**src/rtl/cct_pkg.sv**
```systemverilog
`default_nettype none

package cct_pkg;

	localparam int TABLE_DEPTH = 4096;
	localparam int ADDR_W      = $clog2(TABLE_DEPTH);
	localparam int STEP_W      = ADDR_W + 1;
	localparam int WORD_W      = 32;
	localparam int CNT_W       = 12;
	localparam int LOG_W       = 5;
	localparam int DIV_BIT_W   = $clog2(WORD_W);

	localparam logic [WORD_W-1:0] END_OF_CHAIN       = 32'h0FFF_FFF8;
	localparam logic [WORD_W-1:0] FIRST_DATA_CLUSTER = 32'd2;
	localparam logic [WORD_W-1:0] DEPTH_WORD         = WORD_W'(TABLE_DEPTH);
	localparam logic [STEP_W-1:0] WALK_LIMIT         = STEP_W'(TABLE_DEPTH);

	localparam logic [CNT_W-1:0] CFG_COUNT_RST = 12'd4094;
	localparam logic [LOG_W-1:0] CFG_LOG2_RST  = 5'd12;

	typedef enum logic [1:0] {
		REQ_NEXT,
		REQ_SET,
		REQ_FREE,
		REQ_SEEK
	} req_t;

	typedef enum logic [1:0] {
		STAT_OK,
		STAT_SEEK_END,
		STAT_NO_ENTRY
	} status_t;

	typedef enum logic {
		CFG_CLUSTER_COUNT,
		CFG_CLUSTER_LOG2
	} cfg_index_t;

	typedef enum logic [3:0] {
		ST_CLEAR,
		ST_IDLE,
		ST_EXEC,
		ST_LOOKUP_RD,
		ST_FREE_CHK,
		ST_FREE_RD,
		ST_WALK,
		ST_WALK_RD,
		ST_MEAS,
		ST_MEAS_RD,
		ST_DIV_START,
		ST_DIV_WAIT,
		ST_FIN
	} ctrl_state_t;

	typedef struct packed {
		logic [CNT_W-1:0] cluster_count;
		logic [LOG_W-1:0] size_log2;
	} cfg_t;

	typedef struct packed {
		logic              start;
		logic [WORD_W-1:0] dividend;
		logic [ADDR_W-1:0] divisor;
	} div_req_t;

	typedef struct packed {
		logic              done;
		logic [ADDR_W-1:0] remainder;
	} div_rsp_t;

	typedef struct packed {
		logic              valid;
		logic [WORD_W-1:0] cluster;
		status_t           status;
	} result_t;

endpackage

`default_nettype wire

```
**src/rtl/cct_ctrl.sv**
```systemverilog
`default_nettype none

module cct_ctrl
	import cct_pkg::*;
(
	input  wire logic              clk,
	input  wire logic              arst_n,
	input  wire cfg_t              cfg,
	input  wire logic              in_valid,
	output logic                   in_ready,
	input  wire req_t              in_req,
	input  wire logic [WORD_W-1:0] in_cluster,
	input  wire logic [WORD_W-1:0] in_next,
	input  wire logic [WORD_W-1:0] in_offset,
	input  wire logic              out_free,
	output result_t                result,
	output logic                   ram_we,
	output logic [ADDR_W-1:0]      ram_addr,
	output logic [WORD_W-1:0]      ram_wdata,
	input  wire logic [WORD_W-1:0] ram_rdata,
	output div_req_t               div_req,
	input  wire div_rsp_t          div_rsp
);

	ctrl_state_t       state_q, state_d;
	logic [ADDR_W-1:0] clr_q, clr_d;
	req_t              req_q, req_d;
	logic [WORD_W-1:0] cur_q, cur_d;
	logic [WORD_W-1:0] nv_q, nv_d;
	logic [WORD_W-1:0] hops_q, hops_d;
	logic [STEP_W-1:0] step_q, step_d;
	logic [ADDR_W-1:0] anchor_q, anchor_d;
	logic [ADDR_W-1:0] len_q, len_d;
	logic [WORD_W-1:0] res_q, res_d;
	status_t           st_q, st_d;

	logic [WORD_W-1:0] valid_limit;
	logic              link_ok;
	logic [WORD_W-1:0] link;
	logic              in_table;

	// valid clusters are 2 .. count+1
	assign valid_limit = WORD_W'(cfg.cluster_count) + FIRST_DATA_CLUSTER;
	assign link_ok     = (ram_rdata >= FIRST_DATA_CLUSTER) && (ram_rdata < valid_limit);
	assign link        = link_ok ? ram_rdata : END_OF_CHAIN;
	assign in_table    = cur_q < DEPTH_WORD;

	always_ff @(posedge clk or negedge arst_n) begin
		if (!arst_n) begin
			state_q <= ST_CLEAR;
			clr_q   <= '0;
		end else begin
			state_q <= state_d;
			clr_q   <= clr_d;
		end
	end

	always_ff @(posedge clk) begin
		req_q    <= req_d;
		cur_q    <= cur_d;
		nv_q     <= nv_d;
		hops_q   <= hops_d;
		step_q   <= step_d;
		anchor_q <= anchor_d;
		len_q    <= len_d;
		res_q    <= res_d;
		st_q     <= st_d;
	end

	always_comb begin
		state_d          = state_q;
		clr_d            = clr_q;
		req_d            = req_q;
		cur_d            = cur_q;
		nv_d             = nv_q;
		hops_d           = hops_q;
		step_d           = step_q;
		anchor_d         = anchor_q;
		len_d            = len_q;
		res_d            = res_q;
		st_d             = st_q;
		in_ready         = 1'b0;
		ram_we           = 1'b0;
		ram_addr         = cur_q[ADDR_W-1:0];
		ram_wdata        = nv_q;
		div_req.start    = 1'b0;
		div_req.dividend = hops_q - WORD_W'(step_q);
		div_req.divisor  = len_q;
		result.valid     = 1'b0;
		result.cluster   = res_q;
		result.status    = st_q;

		unique case (state_q)
			ST_CLEAR: begin
				ram_we    = 1'b1;
				ram_addr  = clr_q;
				ram_wdata = '0;
				clr_d     = clr_q + 1'b1;
				if (clr_q == ADDR_W'(TABLE_DEPTH - 1)) begin
					state_d = ST_IDLE;
				end
			end
			ST_IDLE: begin
				in_ready = 1'b1;
				if (in_valid) begin
					req_d   = in_req;
					cur_d   = (in_req == REQ_FREE) ? FIRST_DATA_CLUSTER : in_cluster;
					nv_d    = in_next;
					hops_d  = in_offset >> cfg.size_log2;
					step_d  = '0;
					state_d = ST_EXEC;
				end
			end
			ST_EXEC: begin
				unique case (req_q)
					REQ_NEXT: begin
						if (in_table) begin
							state_d = ST_LOOKUP_RD;
						end else begin
							res_d   = END_OF_CHAIN;
							st_d    = STAT_NO_ENTRY;
							state_d = ST_FIN;
						end
					end
					REQ_SET: begin
						res_d = '0;
						if (in_table) begin
							st_d = STAT_OK;
						end else begin
							st_d = STAT_NO_ENTRY;
						end
						ram_we  = in_table;
						state_d = ST_FIN;
					end
					REQ_FREE: state_d = ST_FREE_CHK;
					REQ_SEEK: state_d = ST_WALK;
					default:  state_d = ST_IDLE;
				endcase
			end
			ST_LOOKUP_RD: begin
				res_d   = link;
				st_d    = STAT_OK;
				state_d = ST_FIN;
			end
			ST_FREE_CHK: begin
				if (!in_table || cur_q >= valid_limit) begin
					res_d   = END_OF_CHAIN;
					st_d    = STAT_NO_ENTRY;
					state_d = ST_FIN;
				end else begin
					state_d = ST_FREE_RD;
				end
			end
			ST_FREE_RD: begin
				if (ram_rdata == '0) begin
					res_d   = cur_q;
					st_d    = STAT_OK;
					state_d = ST_FIN;
				end else begin
					cur_d   = cur_q + 1'b1;
					state_d = ST_FREE_CHK;
				end
			end
			ST_WALK: begin
				if (WORD_W'(step_q) == hops_q) begin
					res_d   = cur_q;
					st_d    = STAT_OK;
					state_d = ST_FIN;
				end else if (cur_q == END_OF_CHAIN) begin
					res_d   = '0;
					st_d    = STAT_SEEK_END;
					state_d = ST_FIN;
				end else if (step_q == WALK_LIMIT) begin
					// past the table depth in hops: cur sits on a cycle
					anchor_d = cur_q[ADDR_W-1:0];
					len_d    = '0;
					state_d  = ST_MEAS;
				end else if (!in_table) begin
					cur_d  = END_OF_CHAIN;
					step_d = step_q + 1'b1;
				end else begin
					state_d = ST_WALK_RD;
				end
			end
			ST_WALK_RD: begin
				cur_d   = link;
				step_d  = step_q + 1'b1;
				state_d = ST_WALK;
			end
			ST_MEAS: begin
				state_d = ST_MEAS_RD;
			end
			ST_MEAS_RD: begin
				cur_d = link;
				len_d = len_q + 1'b1;
				if (link == WORD_W'(anchor_q)) begin
					state_d = ST_DIV_START;
				end else begin
					state_d = ST_MEAS;
				end
			end
			ST_DIV_START: begin
				div_req.start = 1'b1;
				state_d       = ST_DIV_WAIT;
			end
			ST_DIV_WAIT: begin
				if (div_rsp.done) begin
					hops_d  = WORD_W'(div_rsp.remainder);
					step_d  = '0;
					state_d = ST_WALK;
				end
			end
			ST_FIN: begin
				if (out_free) begin
					result.valid = 1'b1;
					state_d      = ST_IDLE;
				end
			end
			default: state_d = ST_IDLE;
		endcase
	end

endmodule

`default_nettype wire

```
**config.mk**
```make
export PLATFORM = sky130hd
export DESIGN_NAME = cct_ctrl
export DESIGN_NICKNAME = d
export VERILOG_FILES = /design/src/rtl/cct_pkg.sv /design/src/rtl/cct_ctrl.sv
export SDC_FILE = /design/constraint.sdc
export NUM_CORES = 1
export LEC_CHECK = 0
export ABC_AREA = 1
export BUFFER_PORTS_ARGS = -buffer_cell sky130_fd_sc_hd__buf_4
export CORE_ASPECT_RATIO = 1.1
export CORE_MARGIN = 3
export CORE_UTILIZATION = 56
export DETAILED_ROUTE_END_ITERATION = 16
export PLACE_DENSITY = 0.82
export SYNTH_ARGS = -nofsm -noshare
export SYNTH_HDL_FRONTEND = slang
export SYNTH_SLANG_ARGS = --single-unit
```
**constraint.sdc**
```tcl
create_clock -name clk -period 5.1 [get_ports clk]
set_clock_uncertainty 0.1 [all_clocks]
set_input_delay 0.51 -clock clk [delete_from_list [all_inputs] [get_ports clk]]
set_output_delay 0.51 -clock clk [all_outputs]
set_load 0.03 [all_outputs]
```
### Word level (Yosys, flattened, before mapping)

Cells that the tools add are included.

| cells by class | value |
|---|---|
| equality and inequality tests | 37 |
| add/subtract/negate cells | 6 |
| shift-type cells | 1 |
| reductions and logical operators | 20 |
| magnitude comparators | 4 |
| mux-type cells | 59 |
| bitwise gates (word level) | 2 |

Operator list:

| operator | count |
|---|---|
| $mux 32 | 15 |
| $pmux 32 s5 | 1 |
| $pmux 32 s2 | 2 |
| $pmux 32 s4 | 1 |
| $mux 13 | 6 |
| $pmux 13 s4 | 1 |
| $pmux 4 s13 | 1 |
| $mux 12 | 4 |
| $mux 4 | 11 |
| $add 32x1->32 const B | 1 |
| $eq 13x32->1 | 1 |
| $eq 32x12->1 | 1 |
| $eq 32x28->1 const B | 1 |
| $ge 32x13->1 | 1 |
| $ge 32x2->1 const B | 1 |
| $logic_not 32->1 | 1 |
| $lt 32x13->1 | 1 |
| $lt 32x13->1 const B | 1 |
| $shr 32x5->32 | 1 |
| $sub 32x13->32 | 1 |
| $add 12x1->12 const B | 2 |
| $ne 2x2->1 const B | 12 |
| $pmux 12 s2 | 1 |
| $eq 4x4->1 const B | 5 |
| 34 further kinds | 56 |

| storage, ports and cells | value |
|---|---|
| bits of input ports | 164 |
| register bits after elaboration | 185 |
| logic and storage cells | 140 |
| output and inout port bits | 126 |

### Longest topological paths before layout

| logic depth | value |
|---|---|
| depth after elaboration | 7 |
| mapped depth | 22 |
| depth with buffers taken out | 22 |

### Worst setup path before layout

Ideal clock, no wire load.

| timing path | value |
|---|---|
| kind | flip-flop to flip-flop |
| start point | register step_q[10] |
| end point | register cur_q[0] (enable) |
| cell stages (with the launch flop) | 12 |
| library setup time | 0.461 ns |
| required time | 4.539 ns |
| buffers on the path | 0 |
| arrival time | 3.642 ns |
| path slack | 0.897 ns |
| period minus slack after synthesis | 4.203 ns |
| path through | edfxtp_1 > inv_1 > ha_1 > nand2_1 > nor2_1 > nand2_1 > inv_1 > nand4_1 > nand3_1 > nand2_1 > nand2_1 > nor3_1 |

| between the ends | value |
|---|---|
| longest elaborated chain between the ends | 3 |
| elaborated cells between the ends (all ways) | 5 |
| classes of those cells | 4 x eq/ne; 1 x reduce/logical |

RTL lines:

| what | RTL line | RTL |
|---|---|---|
| start, declared | cct_ctrl.sv:31 | `logic [STEP_W-1:0] step_q, step_d;` |
| start signal, assigned | cct_ctrl.sv:63 | `step_q <= step_d;` |
| $eq 13x32->1 or $eq 13x13->1 (tied branches) | cct_ctrl.sv:165, cct_ctrl.sv:173 |  |
| $ne 2x2->1 (no line) | - |  |
| $reduce_and 7->1 (no line) * | - |  |
| end signal, assigned | cct_ctrl.sv:60 | `cur_q <= cur_d;` |
| end, declared | cct_ctrl.sv:28 | `logic [WORD_W-1:0] cur_q, cur_d;` |

Every way passes the cells marked *; elsewhere a longest branch is shown, timed or not.
A chain may end at the register's enable or synchronous reset.

==> impl_metrics.py <==
metrics = {
    "pwr": {
        "p_per_area_nw_per_um2": 530,
        "p_total_mw": 8.39,
        "vdd_drop_max_mv": 0.343,
        "p_leak_nw": 7.04,
    },
    "timing": {
        "layout_min_cycle_time_ps": 4000,
        "setup_tns_ps": 0,
        "rsz0062_at_grt": "false",
        "final_hold_viol_count": 0,
        "fmax_ghz": 0.250,
        "tightest_slew_ps": 1100,
        "finalSetupViolCount": 0,
        "fin_ws_ps": 1100,
        "slew_viol_final": 0,
        "period_share_pct": 78.5,
        "whs_ps": 136,
        "maxSlewHeadroom_pct": 26.0,
    },
    "critical_path": {
        "crit_required_ps": 4490,
        "crit_start": "step_q[2]",
        "r2r_cells": 10,
        "critical_path_arrival_ps": 3390,
        "r2r_start": "step_q[10]",
        "crit_type": "flop to primary output",
        "ff2ff_setup_slack_ps": 1520,
        "crit_path_end_kind": "primary output",
        "cp-start-kind": "flop",
        "crit_fanout": 5,
        "crit_end": "div_req[39]",
        "worst_r2r_endpoint": "res_q[4]",
    },
    "layout": {
        "post-route-util_pct": 71.2,
        "multiInputGateArea_um2": 6210,
        "area_growth_pct": 24.1,
        "stdcell_area_um2": 15800,
        "stdcell_count": 2239,
        "insertedDiodeCount": 0,
        "seq_area_um2": 5480,
        "final_nets": 2133,
        "layout-drive-gt1-share_pct": 19.3,
        "n_fill_cell": 1845,
    },
    "global_routing": {
        "use_met2_pct": 50.1,
        "grt_use_total_pct": 30.7,
        "grt_pass1_wl_mm": 59.8,
        "grt_max_degree": 47,
        "antenna_found_initial": 0,
        "grt_pass1_vias": 11821,
        "grtUsageMet1_pct": 39.2,
        "grt_use_met3_pct": 7.62,
        "top_usage_layer": "met2",
        "overflow": 0,
    },
    "logic_synthesis": {
        "yosysSeqAreaShare_pct": 42.9,
        "synth_seq_cells": 185,
        "synth_cells": 1662,
        "ys_types": 60,
        "ys_async_sr_fraction_pct": 8.65,
        "ys_warn_count": 0,
        "netlist_area_um2": 12800,
        "avgSynthCellArea_um2": 7.68,
        "synthesis.nets": 1864,
        "synth-main-ff-cell": "edfxtp_1",
        "synth-edff-count": 169,
    },
    "place": {
        "placed_area_um2": 15200,
        "gp_congestion": 0.962,
        "port_buffers": 289,
        "place_ws_ps": 1350,
        "place_inst": 2206,
        "dp_hpwl_mm": 30.6,
    },
    "worst_hold_path": {
        "hp-class": "input port to flop",
        "worstHoldStart": "in_next[17]",
        "worst_hold_path.num_cells": 1,
    },
    "cts": {
        "cts-root-buf": "clkbuf_16",
        "numCtsBuffers": 17,
        "postCtsSetupBuffers": 0,
        "cts_htree_levels": 4,
        "cts_resized": 0,
        "cts.sinks": 185,
        "clkTransAtPathRegs_ps": 80,
        "clock_path_buffers": 2,
        "insertion_delay_ps": 440,
        "cts_tree": "built",
    },
    "floorplanning": {
        "die_height_um": 164,
        "die_width_um": 150,
        "core_um2": 22300,
        "ios": 290,
        "rows": 57,
        "dieArea_um2": 24600,
        "start_util_pct": 57.4,
    },
    "flow_run": {
        "drv_cap": 0,
    },
    "routing": {
        "wirelength_mm": 38.6,
        "via_per_inst": 5.74,
        "via_count": 12845,
        "antenna_left": 0,
        "wire_per_inst_um": 17.3,
        "drt_iter0_drc": 1097,
        "drcViolationCount": 0,
        "drt-pass1-iter-count": 6,
    },
    "outcome": {
        "status": "finished, final reports clean",
    },
}
[cells in the final DEF, fill, tap and decap left out, drive strengths merged, types with 4 or more instances in the layout]
cell	n
edfxtp	169
nand3b	5
nor2	199
or2	4
clkbuf	17
xnor2	18
nand3	113
xor2	30
dfrtp	16
o22ai	8
nand2	387
buf	300
o21ai	122
ha	37
a31oi	10
nor3	45
nand4	35
o211ai	34
inv	244
a21oi	63
o2111ai	14
o311ai	6
nor4	20
clkinv	10
mux2i	5
o221ai	6
[cell type report]
cell class | instances | area share (%)
inverter | 241 | 5.71
multi-input combinational | 1185 | 39.2
clock inverter | 15 | 1.22
timing repair buffer | 301 | 14.3
clock buffer | 17 | 2.68
tap | 295 | 2.33
sequential | 185 | 34.6
[worst min-delay path by stage]
stage                          end  slack, ps
after CTS                 nv_q[17]        120
after floorplan           clr_q[0]        110
after global routing      nv_q[29]        120
final                     nv_q[17]        140
after detailed placement  clr_q[4]        280
after global placement    clr_q[2]        280
[cell usage after synthesis (8+ instances only)]
cell | n | share of area [%]
o22ai_1 | 8 | 0.39
o211ai_1 | 34 | 2.0
clkbuf_1 | 41 | 1.2
a31oi_1 | 10 | 0.49
o2111ai_1 | 14 | 0.96
nor2_1 | 187 | 5.5
nand4_1 | 34 | 1.7
nor3_1 | 43 | 1.7
nor4_1 | 20 | 0.98
nand2_1 | 379 | 11
nor2_2 | 10 | 0.49
inv_1 | 232 | 6.8
ha_1 | 37 | 3.6
a21oi_1 | 60 | 2.4
edfxtp_1 | 169 | 40
dfrtp_1 | 16 | 3.1
xnor2_1 | 18 | 1.2
o21ai_0 | 119 | 4.7
nand3_1 | 110 | 4.3
xor2_1 | 30 | 2.1
[report_power, final]
part           internal (mW)  switching [mW]  total, mW
clock                  0.713           0.667       1.38
sequential              2.35           0.376       2.72
combinational           1.35            2.94       4.29
[sequential cells by signal, indices dropped and copies added (netlist names), 4 cells and up]
| name | flops |
|---|---|
| nv_q | 32 |
| step_q | 13 |
| len_q | 12 |
| anchor_q | 12 |
| state_q | 4 |
| cur_q | 32 |
| hops_q | 32 |
| clr_q | 12 |
| res_q | 32 |
[layer usage]
metal  part of all wire, %  vias to the layer above
met5                     0                        -
met4                   3.8                        0
met3                    10                      115
met2                    47                      707
met1                    39                     5823
li1                      -                     6200
[worst max-delay path, stage by stage (launching register included)]
cell	delay [ps]
edfxtp_1	410
inv_1	120
ha_1	300
a21oi_1	160
nand2_1	110
nand2_1	70
nand2_1	60
a21oi_1	210
o21ai_0	160
nand3_1	100
nand2_1	110
nand4_1	210
inv_1	80
nor3_1	330
nand2_1	120
xnor2_1	190
buf_4	190
[cells by family after synthesis]
family	share of synthesized area (%)
muxes	0.392
xor gates and xnor gates	3.29
and+or+nand+nor	27.9
AOI/OAI and AO/OA	13.0
DFF	42.9
buffers and inverters	8.70
adders and majority gates	3.78
[timing repair]
item / CTS / global route
endpoints found under the setup margin: 0 / 0
hold buffers: 1 / 0
hold endpoints to repair: 16 / 0
(Power assumes the default switching activity.)
