## src/rtl/cct_pkg.sv

```systemverilog
`default_nettype none

package cct_pkg;

	localparam int TABLE_DEPTH = 4096;
	localparam int ADDR_W      = $clog2(TABLE_DEPTH);
	localparam int STEP_W      = ADDR_W + 1;
	localparam int WORD_W      = 32;
	localparam int CNT_W       = 12;
	localparam int LOG_W       = 5;
	localparam int DIV_BIT_W   = $clog2(WORD_W);

	localparam logic [WORD_W-1:0] END_OF_CHAIN       = 32'h0FFF_FFF8;
	localparam logic [WORD_W-1:0] FIRST_DATA_CLUSTER = 32'd2;
	localparam logic [WORD_W-1:0] DEPTH_WORD         = WORD_W'(TABLE_DEPTH);
	localparam logic [STEP_W-1:0] WALK_LIMIT         = STEP_W'(TABLE_DEPTH);

	localparam logic [CNT_W-1:0] CFG_COUNT_RST = 12'd4094;
	localparam logic [LOG_W-1:0] CFG_LOG2_RST  = 5'd12;

	typedef enum logic [1:0] {
		REQ_NEXT,
		REQ_SET,
		REQ_FREE,
		REQ_SEEK
	} req_t;

	typedef enum logic [1:0] {
		STAT_OK,
		STAT_SEEK_END,
		STAT_NO_ENTRY
	} status_t;

	typedef enum logic {
		CFG_CLUSTER_COUNT,
		CFG_CLUSTER_LOG2
	} cfg_index_t;

	typedef enum logic [3:0] {
		ST_CLEAR,
		ST_IDLE,
		ST_EXEC,
		ST_LOOKUP_RD,
		ST_FREE_CHK,
		ST_FREE_RD,
		ST_WALK,
		ST_WALK_RD,
		ST_MEAS,
		ST_MEAS_RD,
		ST_DIV_START,
		ST_DIV_WAIT,
		ST_FIN
	} ctrl_state_t;

	typedef struct packed {
		logic [CNT_W-1:0] cluster_count;
		logic [LOG_W-1:0] size_log2;
	} cfg_t;

	typedef struct packed {
		logic              start;
		logic [WORD_W-1:0] dividend;
		logic [ADDR_W-1:0] divisor;
	} div_req_t;

	typedef struct packed {
		logic              done;
		logic [ADDR_W-1:0] remainder;
	} div_rsp_t;

	typedef struct packed {
		logic              valid;
		logic [WORD_W-1:0] cluster;
		status_t           status;
	} result_t;

endpackage

`default_nettype wire

```

## src/rtl/cct_rem_div.sv

```systemverilog
`default_nettype none

module cct_rem_div
	import cct_pkg::*;
(
	input  wire logic     clk,
	input  wire logic     arst_n,
	input  wire div_req_t req,
	output div_rsp_t      rsp
);

	logic                 busy_q;
	logic                 done_q;
	logic [DIV_BIT_W-1:0] bit_q;
	logic [WORD_W-1:0]    num_q;
	logic [ADDR_W-1:0]    den_q;
	logic [ADDR_W-1:0]    rem_q;
	logic [ADDR_W:0]      trial;
	logic [ADDR_W:0]      diff;

	// one quotient bit per cycle, MSB first
	assign trial = {rem_q, num_q[WORD_W-1]};
	assign diff  = trial - {1'b0, den_q};

	always_ff @(posedge clk or negedge arst_n) begin
		if (!arst_n) begin
			busy_q <= 1'b0;
			done_q <= 1'b0;
			bit_q  <= '0;
		end else begin
			done_q <= 1'b0;
			if (req.start) begin
				busy_q <= 1'b1;
				bit_q  <= '0;
			end else if (busy_q) begin
				bit_q <= bit_q + 1'b1;
				if (bit_q == DIV_BIT_W'(WORD_W - 1)) begin
					busy_q <= 1'b0;
					done_q <= 1'b1;
				end
			end
		end
	end

	always_ff @(posedge clk) begin
		if (req.start) begin
			num_q <= req.dividend;
			den_q <= req.divisor;
			rem_q <= '0;
		end else if (busy_q) begin
			num_q <= num_q << 1;
			rem_q <= (trial >= {1'b0, den_q}) ? diff[ADDR_W-1:0] : trial[ADDR_W-1:0];
		end
	end

	assign rsp.done      = done_q;
	assign rsp.remainder = rem_q;

endmodule

`default_nettype wire

```

## config.mk

```make
export PLATFORM = sky130hd
export DESIGN_NAME = cct_rem_div
export DESIGN_NICKNAME = d
export VERILOG_FILES = /design/src/rtl/cct_pkg.sv /design/src/rtl/cct_rem_div.sv
export SDC_FILE = /design/constraint.sdc
export NUM_CORES = 1
export LEC_CHECK = 0
export BUFFER_PORTS_ARGS = -buffer_cell sky130_fd_sc_hd__buf_2
export CAP_MARGIN = 20
export CORE_UTILIZATION = 35
export CTS_CLUSTER_SIZE = 10
export DETAILED_ROUTE_END_ITERATION = 7
export HOLD_SLACK_MARGIN = 0.1
export MAX_ROUTING_LAYER = met4
export SYNTH_ARGS = -nofsm -noshare
export SYNTH_HDL_FRONTEND = slang
export SYNTH_SLANG_ARGS = --single-unit
```

## constraint.sdc

```tcl
create_clock -name clk -period 4.7 [get_ports clk]
set_input_delay 0.47 -clock clk [delete_from_list [all_inputs] [get_ports clk]]
set_output_delay 0.47 -clock clk [all_outputs]
set_load 0.005 [all_outputs]
```

* Yosys cells after proc, flatten, opt, wreduce, memory -nomap -nowiden
Cells that the tools add are included.
** Word-level totals
- Word-level logic and storage cells :: 22
- Register bits after elaboration :: 63
- Output and inout port bits :: 13
** Operators by class
- Reduce and logical (&&, ||, !) cells :: 1
- Magnitude comparators :: 1
- Mux-type cells :: 11
- $add $sub $neg :: 2
- Equality and inequality tests :: 1
** Operators with widths (number)
- $mux 32 :: 2
- $ge 13x12->1 :: 1
- $mux 12 :: 1
- $sub 12x12->12 :: 1
- $mux 5 :: 2
- $mux 1 :: 6
- $add 5x1->5 const B :: 1
- $eq 5x5->1 const B :: 1
- $reduce_bool 2->1 :: 1

* Depth between registers and ports, before layout
Gate-level depths: netlist of run 1.
- Depth in word-level cells :: 4
- Gate-level depth with buffers :: 10
- Gate-level depth less buffers :: 10

* Least setup slack after synthesis of run 1
No wires, ideal clock.
- Kind :: register -> register
- Start :: register num_q[31]
- End :: register rem_q[8]
- Clock period less this slack :: 2.313 ns
- Cell stages (with the launch flop) :: 11
- Library setup time :: 0.087 ns
- Path buffers :: 0
- Path slack :: 2.387 ns
- Data arrival time :: 2.226 ns
- Path through :: edfxtp_1 inv_1 ha_1 inv_1 fa_1 a211oi_1 o21bai_1 a2111oi_0 a21oi_1 xnor2_1 o31ai_1
** Between the ends
- Word-level cells in the longest chain between the ends :: 2
- Elaborated cells between the ends (all ways) :: 3
** RTL lines
- start, declared :: line cct_rem_div.sv:15 : logic [WORD_W-1:0] num_q;
- start signal, assigned :: line cct_rem_div.sv:47 : num_q <= req.dividend;
- start signal, assigned :: line cct_rem_div.sv:51 : num_q <= num_q << 1;
- $sub 12x12->12 / $ge 13x12->1 (equally long branches) :: line cct_rem_div.sv:23, cct_rem_div.sv:52
- $mux 12 * :: line cct_rem_div.sv:52 : rem_q <= (trial >= {1'b0, den_q}) ? diff[ADDR_W-1:0] : trial[ADDR_W-1:0];
- end signal, assigned :: line cct_rem_div.sv:52
- end, declared :: line cct_rem_div.sv:17 : logic [ADDR_W-1:0] rem_q;
Every way passes the cells marked *; elsewhere a longest branch is shown, timed or not.
A chain may end at the register's enable or synchronous reset.

* Worst setup path after layout of run 1
Same ends and word-level chain as after synthesis.

==> out/metrics.yaml, run 1 <==
status: "finished clean"
clock_path_buffers: 2
path_common_cell: "inv_1"
min_period_over_period_pct: 55.7
r2r_slack_ps: 2080
grt_max_degree: 34
syn_to_final_growth_pct: 19.3
synth_commonest_cells: "edfxtp_1 (44), mux2_2 (31), nor2_1 (20)"
fin_ws_ps: 2080
yosysMostFrequentCell: "edfxtp_1"
htreeDepth: 3
synth-simple-area-share_pct: 8.00
cts_buffers: 9
worstSetupPathType: "reg2reg"
netlist.top_cell.by_area: "edfxtp_1"
post_cts_buffers: 0
crit_fanout: 3
io_pins: 60
dp.cells: 407
grt_antenna_before_repair: 0
hold-worst-slack_ps: 294
drt-pass1-iter-count: 4
leakage_nw: 1.62
synth_top_area_share_pct: 41.6
synthCells: 250
synth-edff-count: 44
r2r-start: "num_q[31]"
relSlewSlack_pct: 47.5
cts-root-buf: "clkbuf_8"
crit_path_cell_trace: "inv_1 > ha_1 > inv_1 > fa_1 > a211oi_1 > o21bai_1 > a2111oi_0 > a21oi_1 > xnor2_1 > o31ai_1"
track_usage_pct: 14.1
drc: 0
min_from: "req[9]"
worstSetupStartpointType: "register"
wl_mm: 6.04
grt_pass1_wl_mm: 10.1
rr_worst_depth: 10
crit_arrival_ps: 2880
clk-insertion-delay-late_ps: 350
yosysWarnings: 0
place_ws_ps: 2140
whs_endpoint: "den_q[9]"
critPathRequiredTime_ps: 4960
placementRows: 34
synthTopCellsByArea: "edfxtp_1 (42%), mux2_2 (11%), dfxtp_1 (7.6%), dfrtp_1 (5.5%), ha_1 (5.5%)"
die_h_um: 97.3
core_sq_mm: 0.00876
port_buffers: 59
max_freq_mhz: 382
antenna_left: 0
synth_fp_nets: 312
max-vdd-ir-drop_mv: 0.197
yosysUniqueCellTypes: 50
path_clk_slew_ps: 70
end_kind: "register"
synth_fa_ha_area_share_pct: 6.14
slowest_delay_ps: 440
synth_ff_type: "edfxtp_1"
hold_viol_final: 0
drive_gt1_share_pct: 37.3
synth_top_family_by_area: "compound AO/OA/AOI/OAI gates"
final_area_sq_mm: 0.00379
finalNetCount: 374
synthMuxAreaShare_pct: 11.9
ys_ff_latch: 63
post-route-util_pct: 43.2
finalSetupTns_ps: 0
vias: 2100
place_area_sq_mm: 0.00356
fin_worst_skew_ps: 8.42
cpMaxStageDelayCell: "a2111oi_0"
r2r-end: "rem_q[8]"
synth_compound_area_share_pct: 12.6
cts_tree: "yes"
synth-xor-area-share_pct: 3.03
grt_pass1_vias: 2037
hpwl_mm: 4.12
wl_per_cell_um: 14.2
die-area_sq_mm: 0.00946
cts_sinks: 63
powerDensity_mw_per_mm2: 479
hold_buffers: 1
finalSetupViolations: 0
slew_violations: 0
initial_utilization_pct: 36.3
worstMarginPinSlew_ps: 787
min_path_cells: 1
antenna_cells: 0
stdcell_count: 424
async_reset_ff_share_pct: 11.1
die-width_um: 97.3
vias_per_cell: 4.95
netlist_area_sq_mm: 0.00318
hold_path.class: "in2reg"
fin_crit_ps: 2620
drt-initial-drc-count: 101
yosysSeqAreaShare_pct: 54.7
ctsResizeCount: 0
maxCapViolCount: 0
place_congestion: 0.748
rsz0062_at_grt: "false"
synth.avg_cell_area_sq_um: 12.7
grt-ovfl-total: 0
p_total_mw: 1.81
## critical path, delay by kind of cell (launching register included)
family | cells | cell delay, ps
DFF | 1 | 400
AOI/OAI and AO/OA | 5 | 1300
adders and majority gates | 2 | 570
buffers and inverters | 2 | 120
xor gates and xnor gates | 1 | 140
## worst max path at each step
stage	from	to	slack, ps	depth (start not counted)
finish	num_q[31]	rem_q[8]	2080	10
global route	num_q[31]	rem_q[8]	1770	10
CTS	num_q[31]	rem_q[8]	2120	10
detailed placement	num_q[31]	rem_q[8]	2140	10
global placement	num_q[31]	rem_q[8]	2220	10
floorplan	num_q[31]	rem_q[8]	2390	10
## flip-flops by register name, indices dropped and copies added (netlist names)
| register | cells |
|---|---|
| busy_q | 1 |
| bit_q | 5 |
| num_q | 32 |
| rem_q | 12 |
| done_q | 1 |
| den_q | 12 |
## power by group
| group | leakage, nW | switching [mW] | internal (mW) | total (mW) |
|---|---|---|---|---|
| Combinational | 0.881 | 0.320 | 0.285 | 0.605 |
| Sequential | 0.646 | 0.0615 | 0.682 | 0.744 |
| Clock | 0.0883 | 0.221 | 0.245 | 0.466 |
## cell families (layout without fill, tap and decap cells)
kind of cell             Yosys count  count (layout)
adder cells (fa/ha/maj)           15              15
multiplexers                      34              34
buffers and inverters             27              93
AND/OR/NAND/NOR                   54              54
flip-flops                        63              63
XOR/XNOR                          11              11
AO/OA/AOI/OAI                     46              46
## routing by layer
layer,GRT usage (%),up-vias,share of wire [%]
met2,19.9,41,43
li1,-,1056,-
met3,2.88,13,3.8
met4,7.13,0,2.4
met1,19.2,990,51
met5,-,-,0
## cells in the final DEF (no fill, tap or decap), types with 3 or more instances in the layout
cell,synthesis,final
clkinvlp_4,0,3
dfrtp_1,7,7
nand4_1,3,3
mux2_2,31,31
mux2i_1,3,3
a311oi_1,3,3
nand2_1,14,14
nand3_1,3,3
a21oi_1,4,4
a311oi_2,5,5
o31ai_1,3,3
edfxtp_1,44,44
inv_1,16,16
xnor2_1,9,9
a21o_1,4,4
clkbuf_8,0,9
ha_1,14,14
o21ai_0,5,5
dfxtp_1,12,12
buf_2,0,59
nor2_1,20,20
## area by class of cell
cell class,count,area (sq um)
clock buffer,9,124
clock inverter,6,70.1
fill,845,4970
inverter,16,60.1
multi-input combinational,160,1320
sequential,63,1740
tap,108,135
timing repair buffer,62,340
Power figures use the tool's default switching activity.
==> inputs of run 2 (changes only) <==
==> constraint.sdc (replaced) <==
create_clock -name clk -period 2.55 [get_ports clk]
set_input_delay 0.255 -clock clk [delete_from_list [all_inputs] [get_ports clk]]
set_output_delay 0.255 -clock clk [all_outputs]
set_load 0.005 [all_outputs]
==> out/metrics.yaml, run 2 (synthesis results as in run 1) <==
status: "finished clean"
worstSetupPathType: "reg2reg"
syn_to_final_growth_pct: 23.2
drive_gt1_share_pct: 36.4  # -0.98 points
grt_antenna_before_repair: 0  # unchanged
drt-initial-drc-count: 66  # -35%
crit_arrival_ps: 2600  # -280 ps
hold-worst-slack_ps: 200  # -94.4 ps
initial_utilization_pct: 36.3  # unchanged
grt_max_degree: 50  # +47%
largest_reg_flops: 32  # unchanged
dp.cells: 410  # +0.74%
antenna_left: 0  # unchanged
final_common_cell: "buf_2"
vias_per_cell: 4.98  # +0.49%
placementRows: 34  # unchanged
die-width_um: 97.3  # unchanged
hold_path.class: "in2reg"
place_ws_ps: 74.2  # -2060 ps
cts_sinks: 63  # unchanged
crit_fanout: 3  # unchanged
critPathRequiredTime_ps: 2810  # -2150 ps
min_period_over_period_pct: 91.8  # +36 points
max-vdd-ir-drop_mv: 0.363  # +84%
met3_usage_pct: 3.45  # +0.58 points
fin_ws_ps: 208  # -1870 ps
drc: 0  # unchanged
use_met1_pct: 19.7  # +0.46 points
die-area_sq_mm: 0.00946  # unchanged
leakage_nw: 1.67  # +3.4%
vias: 2180  # +3.8%
antenna_cells: 0  # unchanged
core_sq_mm: 0.00876  # unchanged
cts-root-buf: "clkbuf_8"
worstMarginPinSlew_ps: 493  # -295 ps
track_usage_pct: 15.0  # +0.88 points
finalNetCount: 388  # +3.7%
wl_per_cell_um: 14.3  # +0.11%
path_common_cell: "inv_1"
finalSetupTns_ps: 0  # unchanged
mostFrequentLayoutCells: "buf_2 (59), edfxtp_1 (44), mux2_2 (31), nor2_1 (20), inv_1 (16)"
end_kind: "register"
path_clk_slew_ps: 70  # about the same
fin_worst_skew_ps: 5.03  # -3.39 ps
clock_path_buffers: 2  # unchanged
hold_viol_final: 0  # unchanged
wl_mm: 6.25  # +3.4%
powerDensity_mw_per_mm2: 859  # +79%
place_congestion: 0.781  # +4.3%
io_pins: 60  # unchanged
fill_cells: 844  # -0.12%
maxCapViolCount: 0  # unchanged
grtUsageMet2_pct: 21.9  # +2.0 points
largest_register: "num_q"
max_freq_mhz: 427  # +12%
grt_pass1_wl_mm: 10.7  # +6.3%
htreeDepth: 3  # unchanged
fin_crit_ps: 2340  # -277 ps
finalSetupViolations: 0  # unchanged
cts_buffers: 9  # unchanged
stdcell_count: 438  # +3.3%
cpMaxStageDelayCell: "edfxtp_1"
slowest_delay_ps: 400  # -40 ps
p_total_mw: 3.36  # +85%
worstSetupStartpointType: "register"
hpwl_mm: 4.24  # +3.0%
port_buffers: 59  # unchanged
cts_tree: "yes"
clk-insertion-delay-late_ps: 340  # about the same
grt_pass1_vias: 2144  # +5.3%
gr-max-usage-layer: "met2"
biggestRegsByFlops: "num_q: 32 flops, den_q: 12 flops, rem_q: 12 flops"
crit_path_cell_trace: "inv_1 > ha_1 > inv_1 > fa_2 > a211oi_2 > o21bai_1 > a2111oi_2 > a21oi_1 > xnor2_1 > o31ai_1"
grt-ovfl-total: 0  # unchanged
die_h_um: 97.3  # unchanged
slew_violations: 0  # unchanged
drt-pass1-iter-count: 4  # unchanged
relSlewSlack_pct: 67.1  # +20 points
==> run 2: cell count changes in the layout (fill, tap and decap cells not counted), moves of 2 or more <==
cell / change
buf_4: +2
clkinv_1: +2
clkinvlp_4: -2
dlygate4sd3_1: +12
inv_6: -2
==> run 2: final timing paths <==
path                            depth (start not counted)  endpoint       from  slack, ps
worst max register to register                         10  rem_q[8]  num_q[31]        210
min in group asynchronous                               2  bit_q[2]     arst_n        270
worst min-delay path                                    2  num_q[0]    req[12]        200
worst max-delay path                                   10  rem_q[8]  num_q[31]        210
worst min register to register                          2  rem_q[7]   rem_q[6]        520
max in group asynchronous                               2  bit_q[0]     arst_n       2130
==> run 2: what timing repair did <==
item                                    CTS  global route
endpoints found under the hold margin    19             0
endpoints found under the setup margin    0             3
buffers inserted                          0             0
resized for setup                         0             4
hold buffers                             13             0
==> run 2: final cells by class <==
type                    count  area [sq um]  share of cell area [%]
clock buffers              10           128                    3.26
clock inverters             5          50.0                    1.28
inverters                  16          60.1                    1.53
multi-input cells         160          1340                    34.2
flip-flops and latches     63          1740                    44.4
well taps                 108           135                    3.45
repair buffers             76           468                    12.0
==> run 2: where the power goes <==
| group | internal [mW] | switching (mW) | total, mW |
|---|---|---|---|
| Sequential | 1.26 | 0.113 | 1.37 |
| Combinational | 0.566 | 0.609 | 1.17 |
| Clock | 0.438 | 0.380 | 0.818 |
| Total | 2.26 | 1.10 | 3.36 |
==> run 2: critical path, delay by kind of cell, from the launching register on <==
family          cells  cell delay, ps
xor+xnor            1             130
buf+inv             2             130
flops               1             400
compound gates      5            1070
fa+ha+maj           2             530
==> run 2: metrics by stage <==
stage	instance area, sq um	utilization [%]
5_1_grt	3920	44.7
2_1_floorplan	3180	-
6_report	3920	44.7
3_3_place_gp	3590	41.0
3_5_place_dp	3590	41.0
4_1_cts	3900	44.5
==> run 2: routing by layer <==
metal	vias to the layer above	part of all wire, %
met1	1044	49
met5	-	0
met3	10	3.6
met4	0	2.2
li1	1090	-
met2	36	45
==> inputs of run 3 (changes only) <==
--- a/config.mk
+++ b/config.mk
@@ -7,11 +7,15 @@
 export LEC_CHECK = 0
 export BUFFER_PORTS_ARGS = -buffer_cell sky130_fd_sc_hd__buf_2
 export CAP_MARGIN = 20
+export CELL_PAD_IN_SITES_DETAIL_PLACEMENT = 0
+export CELL_PAD_IN_SITES_GLOBAL_PLACEMENT = 1
 export CORE_UTILIZATION = 35
+export CTS_BUF_LIST = sky130_fd_sc_hd__clkbuf_16
 export CTS_CLUSTER_SIZE = 10
 export DETAILED_ROUTE_END_ITERATION = 7
 export HOLD_SLACK_MARGIN = 0.1
 export MAX_ROUTING_LAYER = met4
+export PLACE_DENSITY_LB_ADDON = 0.1
 export SYNTH_ARGS = -nofsm -noshare
 export SYNTH_HDL_FRONTEND = slang
 export SYNTH_SLANG_ARGS = --single-unit
==> out/metrics.yaml, run 3 (synthesis results as in run 1) <==
maxCapViolCount: 0  # unchanged
p_sw_mw: 1.19  # +7.7%
r2r-end: "rem_q[8]"
final_common_cell: "buf_2"
slew_violations: 0  # unchanged
io_pins: 60  # unchanged
largest_register: "num_q"
grt_pass1_wl_mm: 10.9  # +1.9%
die_h_um: 97.3  # unchanged
place_congestion: 0.773  # -1.0%
core_sq_mm: 0.00876  # unchanged
antenna_cells: 0  # unchanged
crit_fanout: 2  # -1
grt-ovfl-total: 0  # unchanged
end_kind: "register"
track_usage_pct: 15.1  # +0.091 points
rr_worst_depth: 10  # unchanged
cts_tree: "yes"
wl_per_cell_um: 14.6  # +2.5%
drt-pass1-iter-count: 4  # unchanged
fin_worst_skew_ps: 6.59  # +1.56 ps
hold_viol_final: 0  # unchanged
path_clk_slew_ps: 60  # about the same
leakage_nw: 1.71  # +2.2%
die-area_sq_mm: 0.00946  # unchanged
hold-worst-slack_ps: 110  # -90.1 ps
cts_sinks: 63  # unchanged
stdcell_count: 438  # unchanged
powerDensity_mw_per_mm2: 917  # +6.7%
p_seq_share_pct: 37.4  # -3.4 points
min_period_over_period_pct: 92.3  # +0.48 points
drc: 0  # unchanged
syn_to_final_growth_pct: 25.9
max_freq_mhz: 425  # -0.52%
cts-root-buf: "clkbuf_16"
dp.cells: 413  # +0.73%
hold_path.class: "in2reg"
vias_per_cell: 4.95  # -0.64%
finalSetupTns_ps: 0  # unchanged
crit_arrival_ps: 2590  # about the same
drive_gt1_share_pct: 37.9  # +1.5 points
die-width_um: 97.3  # unchanged
endpoint: "rem_q[8]"
r2r_slack_ps: 200  # about the same
grt_max_degree: 26  # -48%
vias: 2166  # -0.64%
biggestRegsByFlops: "num_q: 32 flops, den_q: 12 flops, rem_q: 12 flops"
fin_crit_ps: 2350  # +12.3 ps
initial_utilization_pct: 36.3  # unchanged
htreeDepth: 3  # unchanged
status: "finished clean"
largest_reg_flops: 32  # unchanged
hpwl_mm: 4.48  # +5.5%
r2r-start: "num_q[31]"
cts_buffers: 9  # unchanged
switching_share_pct: 32.3  # -0.41 points
drt-initial-drc-count: 36  # -45%
relSlewSlack_pct: 65.0  # -2.1 points
power.clock.fraction_pct: 30.5  # +6.2 points
wl_mm: 6.40  # +2.5%
finalSetupViolations: 0  # unchanged
antenna_left: 0  # unchanged
worstMarginPinSlew_ps: 525  # +32.2 ps
placementRows: 34  # unchanged
rsz0062_at_grt: "false"
grt_antenna_before_repair: 0  # unchanged
worstSetupStartpointType: "register"
clock_path_buffers: 2  # unchanged
worstSetupPathType: "reg2reg"
max-vdd-ir-drop_mv: 0.364  # +0.39%
port_buffers: 59  # unchanged
p_total_mw: 3.67  # +9.0%
internal_power_mw: 2.48  # +9.7%
critPathRequiredTime_ps: 2790  # -20 ps
crit_start: "num_q[31]"
finalNetCount: 388  # unchanged
mostFrequentLayoutCells: "buf_2 (59), edfxtp_1 (44), mux2_2 (31), nor2_1 (20), inv_1 (16)"
grt_pass1_vias: 2343  # +9.3%
post-route-util_pct: 45.6  # +0.97 points
pwr-share-comb_pct: 32.1  # -2.8 points
clk-insertion-delay-late_ps: 330  # about the same
run 3: layout make-up:
cell class                 instances  area, sq um
fill                             845         4760
sequential                        63         1740
multi-input combinational        160         1340
timing repair buffer              76          460
clock buffer                       9          225
tap                              108          135
inverter                          16         60.1
clock inverter                     6         47.5
run 3: critical path, stage by stage (launching register included):
cell and delay, ps:
edfxtp_1 400, inv_1 70, ha_1 160, inv_1 50, fa_1 400, a211oi_2 240, o21bai_1 140, a2111oi_2 380
a21oi_1 100, xnor2_1 130, o31ai_1 190
run 3: worst min-delay path by stage:
stage / start / endpoint / slack, ps / cells after the start
3_5_place_dp: arst_n / done_q / 100 / 1
2_1_floorplan: arst_n / bit_q[0] / -40 / 0
3_3_place_gp: arst_n / done_q / 100 / 1
4_1_cts: req[9] / den_q[9] / 100 / 1
6_report: req[9] / den_q[9] / 110 / 1
5_1_grt: req[9] / den_q[9] / 100 / 1
run 3: timing repair:
action | in CTS | in global routing
buffers inserted | 0 | 0
hold buffers | 8 | 2
endpoints found under the setup margin | 0 | 3
gates resized for setup | 0 | 3
endpoints found under the hold margin | 14 | 2
run 3: routing by layer:
layer	up-vias	part of all wire (%)	wire, um	GRT usage [%]
li1	1085	-	-	-
met1	1027	47	3000	18.1
met2	45	48	3050	24.0
met3	9	4.6	292	5.25
met4	0	0.98	63	4.41
met5	-	0	0	-
run 3: power groups by stage:
stage | Sequential [mW] | Combinational (mW) | Clock [mW]
final | 1.37 | 1.18 | 1.12
after floorplan | 1.37 | 0.854 | 0
after detailed placement | 1.40 | 1.14 | 0
after global placement | 1.40 | 1.15 | 0
after CTS | 1.38 | 1.16 | 1.16
after global routing | 1.40 | 1.30 | 1.20
run 3: stage by stage:
step,setup WS (ps),instance area (sq um)
floorplan,237,3180
global placement,145,3620
detailed placement,116,3620
CTS,80.4,3970
global route,14.7,4000
finish,196,4000
